**config.mk**
```make
export PLATFORM = sky130hd
export DESIGN_NAME = dwt_reversible_53_lifting_flat
export DESIGN_NICKNAME = d
export VERILOG_FILES = /design/src/sv/dwt53_pkg.sv /design/src/sv/dwt53_in_if.sv /design/src/sv/dwt53_out_if.sv /design/src/sv/dwt53_cfg_if.sv /design/src/sv/dwt53_result_fifo.sv /design/src/sv/dwt_reversible_53_lifting.sv /design/src/flat_wrapper.sv
export SDC_FILE = /design/constraint.sdc
export NUM_CORES = 1
export LEC_CHECK = 0
export ABC_AREA = 0
export BUFFER_PORTS_ARGS = -buffer_cell sky130_fd_sc_hd__buf_2
export CORE_MARGIN = 2
export CORE_UTILIZATION = 29
export DETAILED_ROUTE_END_ITERATION = 10
export PLACE_DENSITY = 0.44
export SYNTH_ARGS = -nofsm -noshare
export SYNTH_HDL_FRONTEND = slang
export SYNTH_SLANG_ARGS = --single-unit
```
**constraint.sdc**
```tcl
create_clock -name i_clk -period 23.9 [get_ports i_clk]
set_clock_uncertainty 0.05 [all_clocks]
set_input_delay 4.78 -clock i_clk [delete_from_list [all_inputs] [get_ports i_clk]]
set_output_delay 4.78 -clock i_clk [all_outputs]
set_load 0.01 [all_outputs]
```
**src/sv/dwt53_pkg.sv**
```systemverilog
// ----------------------------------------------------------------------------
// dwt53_pkg: shared types and constants for the reversible 5/3 lifting DWT
// Holds the coefficient format, the result record and the buffer sizing.
// ----------------------------------------------------------------------------
package dwt53_pkg;

    localparam int DEFAULT_SAMPLE_BITS = 16;

    // Emitted coefficients are saturated to this signed width.
    localparam int COEF_BITS = 18;
    localparam int COEF_MAX  = 131071;
    localparam int COEF_MIN  = -131072;

    // One sample can produce at most this many coefficients.
    localparam int MAX_RESULTS = 3;

    // Result buffer depth, a power of two.
    localparam int FIFO_DEPTH = 8;
    localparam int FIFO_PTR_BITS = $clog2(FIFO_DEPTH);

    typedef enum logic {
        BAND_LOW  = 1'b0,
        BAND_HIGH = 1'b1
    } t_band;

    typedef struct packed {
        logic signed [COEF_BITS-1:0] coefficient;
        t_band                       band;
        logic                        line_end;
    } t_result;

endpackage

```
**src/sv/dwt53_in_if.sv**
```systemverilog
// ----------------------------------------------------------------------------
// dwt53_in_if: sample input channel
// Carries one signed sample and its end-of-line mark per beat.
// ----------------------------------------------------------------------------
interface dwt53_in_if #(
    parameter int SAMPLE_BITS = 16
);
    logic                          valid;
    logic                          ready;
    logic signed [SAMPLE_BITS-1:0] sample;
    logic                          last;

    modport source (output valid, output sample, output last, input ready);
    modport sink   (input valid, input sample, input last, output ready);
endinterface

```
**src/sv/dwt53_out_if.sv**
```systemverilog
// ----------------------------------------------------------------------------
// dwt53_out_if: coefficient output channel
// Carries one saturated coefficient with band flag and line end per beat.
// ----------------------------------------------------------------------------
interface dwt53_out_if
    import dwt53_pkg::*;
();
    logic                        valid;
    logic                        ready;
    logic signed [COEF_BITS-1:0] coefficient;
    logic                        band;
    logic                        line_end;

    modport source (output valid, output coefficient, output band, output line_end,
                    input ready);
    modport sink   (input valid, input coefficient, input band, input line_end,
                    output ready);
endinterface

```
**src/sv/dwt53_cfg_if.sv**
```systemverilog
// ----------------------------------------------------------------------------
// dwt53_cfg_if: configuration write channel
// Carries the start_odd register value on each write beat.
// ----------------------------------------------------------------------------
interface dwt53_cfg_if;
    logic valid;
    logic ready;
    logic start_odd;

    modport source (output valid, output start_odd, input ready);
    modport sink   (input valid, input start_odd, output ready);
endinterface

```
**src/sv/dwt53_result_fifo.sv**
```systemverilog
// ----------------------------------------------------------------------------
// dwt53_result_fifo: result buffer with up to three writes per cycle
// Takes a burst of coefficients from the lifting stage and hands them out
// one beat per cycle while the receiver is ready.
// ----------------------------------------------------------------------------
module dwt53_result_fifo
    import dwt53_pkg::*;
(
    input  logic                       i_clk,
    input  logic                       i_rst_n,
    input  t_result                    i_push_data [MAX_RESULTS],
    input  logic [1:0]                 i_push_count,
    output logic [FIFO_PTR_BITS:0]     o_count,
    dwt53_out_if.source                o_out
);

    t_result                  r_mem [FIFO_DEPTH];
    logic [FIFO_PTR_BITS-1:0] r_wr_ptr, n_wr_ptr;
    logic [FIFO_PTR_BITS-1:0] r_rd_ptr, n_rd_ptr;
    logic [FIFO_PTR_BITS:0]   r_count, n_count;
    logic                     pop;
    t_result                  head;

    assign head              = r_mem[r_rd_ptr];
    assign o_out.valid       = (r_count != '0);
    assign o_out.coefficient = head.coefficient;
    assign o_out.band        = head.band;
    assign o_out.line_end    = head.line_end;
    assign pop               = o_out.valid && o_out.ready;
    assign o_count           = r_count;

    always_comb begin
        n_wr_ptr = r_wr_ptr + FIFO_PTR_BITS'(i_push_count);
        n_rd_ptr = r_rd_ptr + FIFO_PTR_BITS'(pop);
        n_count  = r_count + (FIFO_PTR_BITS + 1)'(i_push_count)
                 - (FIFO_PTR_BITS + 1)'(pop);
    end

    always_ff @(posedge i_clk) begin
        for (int k = 0; k < MAX_RESULTS; k++) begin
            if (k < int'(i_push_count)) begin
                r_mem[r_wr_ptr + FIFO_PTR_BITS'(k)] <= i_push_data[k];
            end
        end
    end

    always_ff @(posedge i_clk) begin
        if (!i_rst_n) begin
            r_wr_ptr <= '0;
            r_rd_ptr <= '0;
            r_count  <= '0;
        end else begin
            r_wr_ptr <= n_wr_ptr;
            r_rd_ptr <= n_rd_ptr;
            r_count  <= n_count;
        end
    end

    // The fill level and the pointer distance must always agree.
    a_count_ptrs: assert property (@(posedge i_clk) disable iff (!i_rst_n)
        (r_wr_ptr - r_rd_ptr) == r_count[FIFO_PTR_BITS-1:0])
        else $error("result buffer fill level disagrees with pointers");

    // The buffer never fills past its depth.
    a_no_overflow: assert property (@(posedge i_clk) disable iff (!i_rst_n)
        r_count <= (FIFO_PTR_BITS + 1)'(FIFO_DEPTH))
        else $error("result buffer overflow");

endmodule

```
**src/sv/dwt_reversible_53_lifting.sv**
```systemverilog
// ----------------------------------------------------------------------------
// dwt_reversible_53_lifting: streaming forward reversible 5/3 wavelet lifting
//
// Samples of one line or column enter on i_in, one per beat, in position
// order; i_in.last marks the final sample of the line. Coefficients leave on
// o_out in position order, each tagged with its band (low or high pass) and
// a line_end flag on the final coefficient of the line. The i_cfg channel
// writes start_odd, which says whether the first sample of a line sits at an
// odd (high-pass) position; it is sampled when a line's first sample is
// processed and is always ready.
//
// Throughput is one sample per cycle while the result buffer has room for a
// worst-case burst. A sample is registered in the input stage and lifted
// there, and its coefficients are written into the result buffer as the stage
// moves on; o_out shows the buffer head. A line end can release up to three
// coefficients at once; they go into an eight-entry result buffer that drains
// one beat per cycle while the receiver is ready, and the input stage holds
// when fewer than three slots are free. A stalled receiver therefore backs
// up into the buffer and then into i_in.ready.
// Reset clears the line state, start_odd and the buffer.
// ----------------------------------------------------------------------------
module dwt_reversible_53_lifting
    import dwt53_pkg::*;
#(
    parameter int SAMPLE_BITS = DEFAULT_SAMPLE_BITS
) (
    input  logic i_clk,
    input  logic i_rst_n,
    dwt53_cfg_if.sink              i_cfg,
    dwt53_in_if.sink               i_in,
    dwt53_out_if.source            o_out
);

    // Internal width covers every intermediate lifting value exactly.
    localparam int CW = SAMPLE_BITS + 3;
    localparam int EW = (CW > COEF_BITS) ? CW : COEF_BITS;
    localparam logic signed [CW-1:0] TWO    = CW'(2);
    localparam logic signed [EW-1:0] SAT_HI = EW'(COEF_MAX);
    localparam logic signed [EW-1:0] SAT_LO = EW'(COEF_MIN);

    // Configuration register.
    logic r_start_odd;

    // Input stage.
    logic                          r_v;
    logic signed [SAMPLE_BITS-1:0] r_sample;
    logic                          r_last;
    logic                          stage_go;

    // Line state.
    logic signed [SAMPLE_BITS-1:0] r_h0, n_h0;
    logic signed [SAMPLE_BITS-1:0] r_h1, n_h1;
    logic signed [CW-1:0]          r_lh, n_lh;
    logic [1:0]                    r_cnt, n_cnt;
    logic                          r_next_odd, n_next_odd;

    // Lifting results for the item in the stage.
    logic signed [CW-1:0] res_coef [MAX_RESULTS];
    t_band                res_band [MAX_RESULTS];
    logic                 res_end  [MAX_RESULTS];
    logic [1:0]           res_n;
    logic                 odd;
    t_result              push_data [MAX_RESULTS];
    logic [1:0]           push_count;
    logic [FIFO_PTR_BITS:0] fifo_count;

    function automatic logic signed [COEF_BITS-1:0] saturate(
        input logic signed [CW-1:0] v
    );
        logic signed [EW-1:0] ve;
        ve = EW'(v);
        if (ve > SAT_HI) begin
            ve = SAT_HI;
        end else if (ve < SAT_LO) begin
            ve = SAT_LO;
        end
        return ve[COEF_BITS-1:0];
    endfunction

    assign i_cfg.ready = 1'b1;

    always_ff @(posedge i_clk) begin
        if (!i_rst_n) begin
            r_start_odd <= 1'b0;
        end else if (i_cfg.valid) begin
            r_start_odd <= i_cfg.start_odd;
        end
    end

    // The stage moves on only when the buffer can take a worst-case burst.
    assign stage_go   = r_v && (fifo_count <= (FIFO_PTR_BITS + 1)'(FIFO_DEPTH - MAX_RESULTS));
    assign i_in.ready = !r_v || stage_go;

    always_ff @(posedge i_clk) begin
        if (!i_rst_n) begin
            r_v <= 1'b0;
        end else if (i_in.valid && i_in.ready) begin
            r_v <= 1'b1;
        end else if (stage_go) begin
            r_v <= 1'b0;
        end
    end

    always_ff @(posedge i_clk) begin
        if (i_in.valid && i_in.ready) begin
            r_sample <= i_in.sample;
            r_last   <= i_in.last;
        end
    end

    assign odd = (r_cnt == 2'd0) ? r_start_odd : r_next_odd;

    // Lifting: H = xo - floor((xl + xr) / 2), L = xe + floor((Hl + Hr + 2) / 4).
    // Missing neighbors at the line ends are mirrored.
    always_comb begin
        logic signed [CW-1:0] x, h0, h1, d, dl, xl;
        x  = CW'(r_sample);
        h0 = CW'(r_h0);
        h1 = CW'(r_h1);
        d  = '0;
        dl = '0;
        xl = '0;
        res_n = 2'd0;
        for (int k = 0; k < MAX_RESULTS; k++) begin
            res_coef[k] = '0;
            res_band[k] = BAND_LOW;
            res_end[k]  = 1'b0;
        end
        n_h0       = r_h0;
        n_h1       = r_h1;
        n_lh       = r_lh;
        n_cnt      = r_cnt;
        n_next_odd = r_next_odd;

        if (odd) begin
            if (!r_last) begin
                n_h1       = r_h0;
                n_h0       = r_sample;
                n_cnt      = (r_cnt == 2'd3) ? 2'd3 : r_cnt + 2'd1;
                n_next_odd = 1'b0;
            end else begin
                if (r_cnt == 2'd0) begin
                    // A lone odd sample is doubled.
                    res_coef[0] = x + x;
                    res_band[0] = BAND_HIGH;
                    res_end[0]  = 1'b1;
                    res_n       = 2'd1;
                end else begin
                    d  = x - h0;
                    dl = (r_cnt >= 2'd2) ? r_lh : d;
                    res_coef[0] = h0 + ((dl + d + TWO) >>> 2);
                    res_band[0] = BAND_LOW;
                    res_coef[1] = d;
                    res_band[1] = BAND_HIGH;
                    res_end[1]  = 1'b1;
                    res_n       = 2'd2;
                end
                n_h0       = '0;
                n_h1       = '0;
                n_lh       = '0;
                n_cnt      = 2'd0;
                n_next_odd = 1'b0;
            end
        end else begin
            if (r_cnt >= 2'd1) begin
                xl = (r_cnt >= 2'd2) ? h1 : x;
                d  = h0 - ((xl + x) >>> 1);
                if (r_cnt >= 2'd2) begin
                    dl = (r_cnt == 2'd3) ? r_lh : d;
                    res_coef[res_n] = xl + ((dl + d + TWO) >>> 2);
                    res_band[res_n] = BAND_LOW;
                    res_n           = res_n + 2'd1;
                end
                res_coef[res_n] = d;
                res_band[res_n] = BAND_HIGH;
                res_n           = res_n + 2'd1;
                n_lh            = d;
            end
            if (r_last) begin
                res_coef[res_n] = (r_cnt == 2'd0) ? x : x + ((d + d + TWO) >>> 2);
                res_band[res_n] = BAND_LOW;
                res_end[res_n]  = 1'b1;
                res_n           = res_n + 2'd1;
                n_h0       = '0;
                n_h1       = '0;
                n_lh       = '0;
                n_cnt      = 2'd0;
                n_next_odd = 1'b0;
            end else begin
                n_h1       = r_h0;
                n_h0       = r_sample;
                n_cnt      = (r_cnt == 2'd3) ? 2'd3 : r_cnt + 2'd1;
                n_next_odd = 1'b1;
            end
        end
    end

    always_comb begin
        for (int k = 0; k < MAX_RESULTS; k++) begin
            push_data[k].coefficient = saturate(res_coef[k]);
            push_data[k].band        = res_band[k];
            push_data[k].line_end    = res_end[k];
        end
        push_count = stage_go ? res_n : 2'd0;
    end

    always_ff @(posedge i_clk) begin
        if (!i_rst_n) begin
            r_h0       <= '0;
            r_h1       <= '0;
            r_lh       <= '0;
            r_cnt      <= 2'd0;
            r_next_odd <= 1'b0;
        end else if (stage_go) begin
            r_h0       <= n_h0;
            r_h1       <= n_h1;
            r_lh       <= n_lh;
            r_cnt      <= n_cnt;
            r_next_odd <= n_next_odd;
        end
    end

    dwt53_result_fifo u_fifo (
        .i_clk        (i_clk),
        .i_rst_n      (i_rst_n),
        .i_push_data  (push_data),
        .i_push_count (push_count),
        .o_count      (fifo_count),
        .o_out        (o_out)
    );

    // An odd-position sample that does not end the line emits nothing.
    a_odd_silent: assert property (@(posedge i_clk) disable iff (!i_rst_n)
        (stage_go && odd && !r_last) |-> (res_n == 2'd0))
        else $error("odd mid-line sample produced coefficients");

    // Every processed line end restarts the line state.
    a_line_restart: assert property (@(posedge i_clk) disable iff (!i_rst_n)
        (stage_go && r_last) |=> (r_cnt == 2'd0 && !r_next_odd))
        else $error("line state not cleared after line end");

    // A processed line end always produces at least one coefficient.
    a_end_emits: assert property (@(posedge i_clk) disable iff (!i_rst_n)
        (stage_go && r_last) |-> (push_count != 2'd0))
        else $error("line end produced no coefficient");

endmodule
```
**src/flat_wrapper.sv**
```systemverilog
// flat-port wrapper written by rule: the top's interface ports become plain ports
module dwt_reversible_53_lifting_flat import dwt53_pkg::*;
#(
    parameter int SAMPLE_BITS = DEFAULT_SAMPLE_BITS
)
  (i_clk, i_rst_n, i_cfg_valid, i_cfg_start_odd, i_cfg_ready, i_in_valid, i_in_sample, i_in_last, i_in_ready, o_out_valid, o_out_coefficient, o_out_band, o_out_line_end, o_out_ready);
  dwt53_cfg_if i_cfg_i ();
  dwt53_in_if #(.SAMPLE_BITS(SAMPLE_BITS)) i_in_i ();
  dwt53_out_if o_out_i ();
  input  logic i_clk;
  input  logic i_rst_n;
  input wire logic [$bits(i_cfg_i.valid)-1:0] i_cfg_valid;
  input wire logic [$bits(i_cfg_i.start_odd)-1:0] i_cfg_start_odd;
  output wire logic [$bits(i_cfg_i.ready)-1:0] i_cfg_ready;
  input wire logic [$bits(i_in_i.valid)-1:0] i_in_valid;
  input wire logic [$bits(i_in_i.sample)-1:0] i_in_sample;
  input wire logic [$bits(i_in_i.last)-1:0] i_in_last;
  output wire logic [$bits(i_in_i.ready)-1:0] i_in_ready;
  output wire logic [$bits(o_out_i.valid)-1:0] o_out_valid;
  output wire logic [$bits(o_out_i.coefficient)-1:0] o_out_coefficient;
  output wire logic [$bits(o_out_i.band)-1:0] o_out_band;
  output wire logic [$bits(o_out_i.line_end)-1:0] o_out_line_end;
  input wire logic [$bits(o_out_i.ready)-1:0] o_out_ready;
  assign i_cfg_i.valid = i_cfg_valid;
  assign i_cfg_i.start_odd = i_cfg_start_odd;
  assign i_cfg_ready = i_cfg_i.ready;
  assign i_in_i.valid = i_in_valid;
  assign i_in_i.sample = i_in_sample;
  assign i_in_i.last = i_in_last;
  assign i_in_ready = i_in_i.ready;
  assign o_out_valid = o_out_i.valid;
  assign o_out_coefficient = o_out_i.coefficient;
  assign o_out_band = o_out_i.band;
  assign o_out_line_end = o_out_i.line_end;
  assign o_out_i.ready = o_out_ready;
  dwt_reversible_53_lifting #(.SAMPLE_BITS(SAMPLE_BITS)) u_core (.i_clk(i_clk), .i_rst_n(i_rst_n), .i_cfg(i_cfg_i), .i_in(i_in_i), .o_out(o_out_i));
endmodule
```
==> metrics.cfg <==
[die]
initial_core_util = 0.2917
io_pins = 46
die-area_um2 = 73810
core_um2 = 71240
die_w_um = 271.7
num_rows = 98
dieHeight_um = 271.7

[placed_design]
placed_area_um2 = 22300
dp.cells = 3245
place_hpwl_mm = 63.97
gp_congestion = 0.9161
port_buffers = 44

[setup_path]
crit_slowest_cell = xnor2_1
cp.arrival_ns = 11.07
critPathKind = reg -> reg
end_kind = flip-flop
crit_path_max_fanout = 48
worstPathRequired_ns = 24.17
reg2reg_slack_ns = 13.10
startpoint_type = flip-flop
critical-path-max-stage-delay_ns = 0.68

[sta]
finalSetupViolations = 0
clock.fmax_mhz = 92.62
maxSlewHeadroom = 0.2043
tightest_slew_ns = 1.189
tns_ns = 0
fin_hold_ws_ns = 0.4011
drv_slew = 0
period_share = 0.4517
rsz0062_at_grt = false
hold_violations = 0
fin_crit_ns = 10.80

[clock_network]
cts_resized = 0
clk_pin_slew_worst_paths_ns = 0.06
clockBufferDepth = 3
post_cts_buffers = 0
htree_num_levels = 1
insertion_delay_ns = 0.63
clock_sinks = 243
cts_buffers = 31
cts_tree = built
root_buffer = clkbuf_16
cts_hold_buffers = 0

[drt]
wl_per_cell_um = 26.55
routed_wl_mm = 87.62
drcViolationCount = 0
via_per_inst = 5.834
dr.pass1.iters = 6
detail-route-antenna-nets = 0
drtIter0Drc = 1789
vias = 19250

[power_and_ir_drop]
intPower_mw = 1.670
clkPwrFrac = 0.136
sw_frac_of_total = 0.4935
peakVddDrop_v = 0.00008351
p_seq_frac = 0.158
p_switching_mw = 1.627
p_comb_frac = 0.706
power.leakage_nw = 8.615
power_density_nw_per_um2 = 142.0

[synthesis]
ys_warn_count = 0
syn-cell-area_um2 = 20780
postSynth.asyncResetShare = 0
seq_area_frac_synth = 0.3194
synth_nets = 2509
synth_seq_cells = 243
synth_top_area_frac = 0.2558
synthTopCellsByArea = edfxtp_1 (26%), ha_1 (11%), dfxtp_1 (6.4%)
postSynthAreaPerCell_um2 = 9.050
ys_types = 101
synth-edff-count = 177
synth-main-ff-cell = edfxtp_1
syn_inst = 2296
yosysTopAreaCell = edfxtp_1

[final_layout]
final_util = 0.3259
area_growth_pct = 11.74
post-route-cell-area_um2 = 23220
diodes = 0
layout.cells.non_filler = 3300
drive_above_1_share = 0.1281
fin_nets = 2541
fill_cells = 7366

[min_path]
hp-class = reg -> reg

[global_route]
grt_usage = 0.2308
grt_pass1_vias = 19010
grt_max_degree = 63
grt_overflow_total = 0
grt_pass1_wl_mm = 127.5
grt_antenna_before_repair = 0

[job]
maxCapViolations = 0

[status]
status = complete, no violations

power groups by stage:
stage | Clock [mW] | Combinational [mW] | Sequential (mW)
detailed placement | 0 | 2.29 | 0.529
global placement | 0 | 2.28 | 0.529
finish | 0.448 | 2.33 | 0.521
global route | 0.470 | 2.54 | 0.523
CTS | 0.454 | 2.31 | 0.520
floorplan | 0 | 1.70 | 0.517
path summary, 6_finish.rpt:
path              startpoint                    endpoint  cells past startpoint
min reg2reg   u_core.r_h1[5]              u_core.r_h1[5]                      2
min           u_core.r_h1[5]              u_core.r_h1[5]                      2
max reg2reg  u_core.r_cnt[1]  u_core.u_fifo.r_mem[2][11]                     36
max          u_core.r_cnt[1]  u_core.u_fifo.r_mem[2][11]                     36
state kept, by name, indices dropped and copies added (netlist names):
| signal | count |
|---|---|
| u_core.u_fifo.o_count | 4 |
| u_core.r_h0 | 16 |
| u_core.r_last | 1 |
| u_core.r_start_odd | 1 |
| u_core.u_fifo.r_mem | 160 |
| u_core.r_sample | 16 |
| u_core.r_v | 1 |
| u_core.r_lh | 19 |
| u_core.u_fifo.r_rd_ptr | 3 |
| u_core.r_h1 | 16 |
| u_core.r_cnt | 2 |
| u_core.u_fifo.r_wr_ptr | 3 |
| u_core.r_next_odd | 1 |
cell usage after synthesis (all sizes together) (26+ instances only):
cell    instances
nand2         311
nor2          208
a21oi         196
ha            180
edfxtp        177
o221ai        144
o21ai         116
inv            90
clkbuf         78
xnor2          69
dfxtp          66
nand3          58
xor2           55
mux2           50
mux4           40
nor3           40
a21o           36
nand2b         27
a22oi          26
cell usage in the layout (no fill, tap or decap), drive strengths merged, types with 10 or more instances in the layout:
cell type,synthesis,layout
o211ai,16,16
or3,11,11
a221oi,12,12
xor2,55,55
nand2,311,311
mux2,50,50
o22ai,12,12
mux4,40,40
o221ai,144,144
fa,10,10
and3,25,25
o21a,23,23
buf,24,101
edfxtp,177,177
nand2b,27,27
nand3,58,58
inv,90,91
xnor2,69,69
a21o,36,36
a211oi,18,18
a21oi,196,196
a31oi,16,16
o21ai,116,116
nor2,208,208
nor3,40,40
clkbuf,78,41
dfxtp,66,66
and2,17,17
a22oi,26,26
nor2b,21,21
ha,180,180
cell families (layout without fill, tap and decap cells):
group,Yosys count,after routing,synth area share
AOI/OAI and AO/OA,704,704,0.2394
xor gates and xnor gates,124,124,0.05389
adders and majority gates,190,190,0.1180
buffers and inverters,192,246,0.03571
DFF,243,243,0.3194
muxes,96,96,0.07334
other,1,1,0.0001805
and+or+nand+nor,746,746,0.1601
worst max-delay path, delay by kind of cell (launching register included):
family          cells  cell delay (ns)
compound gates     15             3.95
fa+ha+maj           5             1.75
mux                 2             0.72
buf+inv             1             0.59
xor+xnor            3             0.88
simple gates       10             1.89
flops               1             0.57
metrics by stage:
step	power (mW)	worst slack, ns
3_3_place_gp	2.814	13.26
6_report	3.297	13.10
2_1_floorplan	2.218	15.42
4_1_cts	3.280	13.17
3_5_place_dp	2.820	13.27
5_1_grt	3.537	12.47
per-layer routing:
layer,wire [µm],GRT usage,vias to the layer above,part of all wire
met1,38070,0.3060,9494,0.43
met4,3602,0.08618,0,0.041
met2,40460,0.3819,799,0.46
met3,5489,0.03087,188,0.063
met5,0,0,-,0
li1,-,-,8771,-
cell type report:
class                      count  area (µm²)  area share
multi-input combinational   1861       13480      0.5805
sequential                   243        6641      0.2860
tap                          950        1189     0.05119
clock buffer                  41       833.3     0.03589
timing repair buffer         101       648.1     0.02791
inverter                      90       340.3     0.01466
clock inverter                14       87.58    0.003772
No activity file was read; power rests on OpenSTA's default activity.
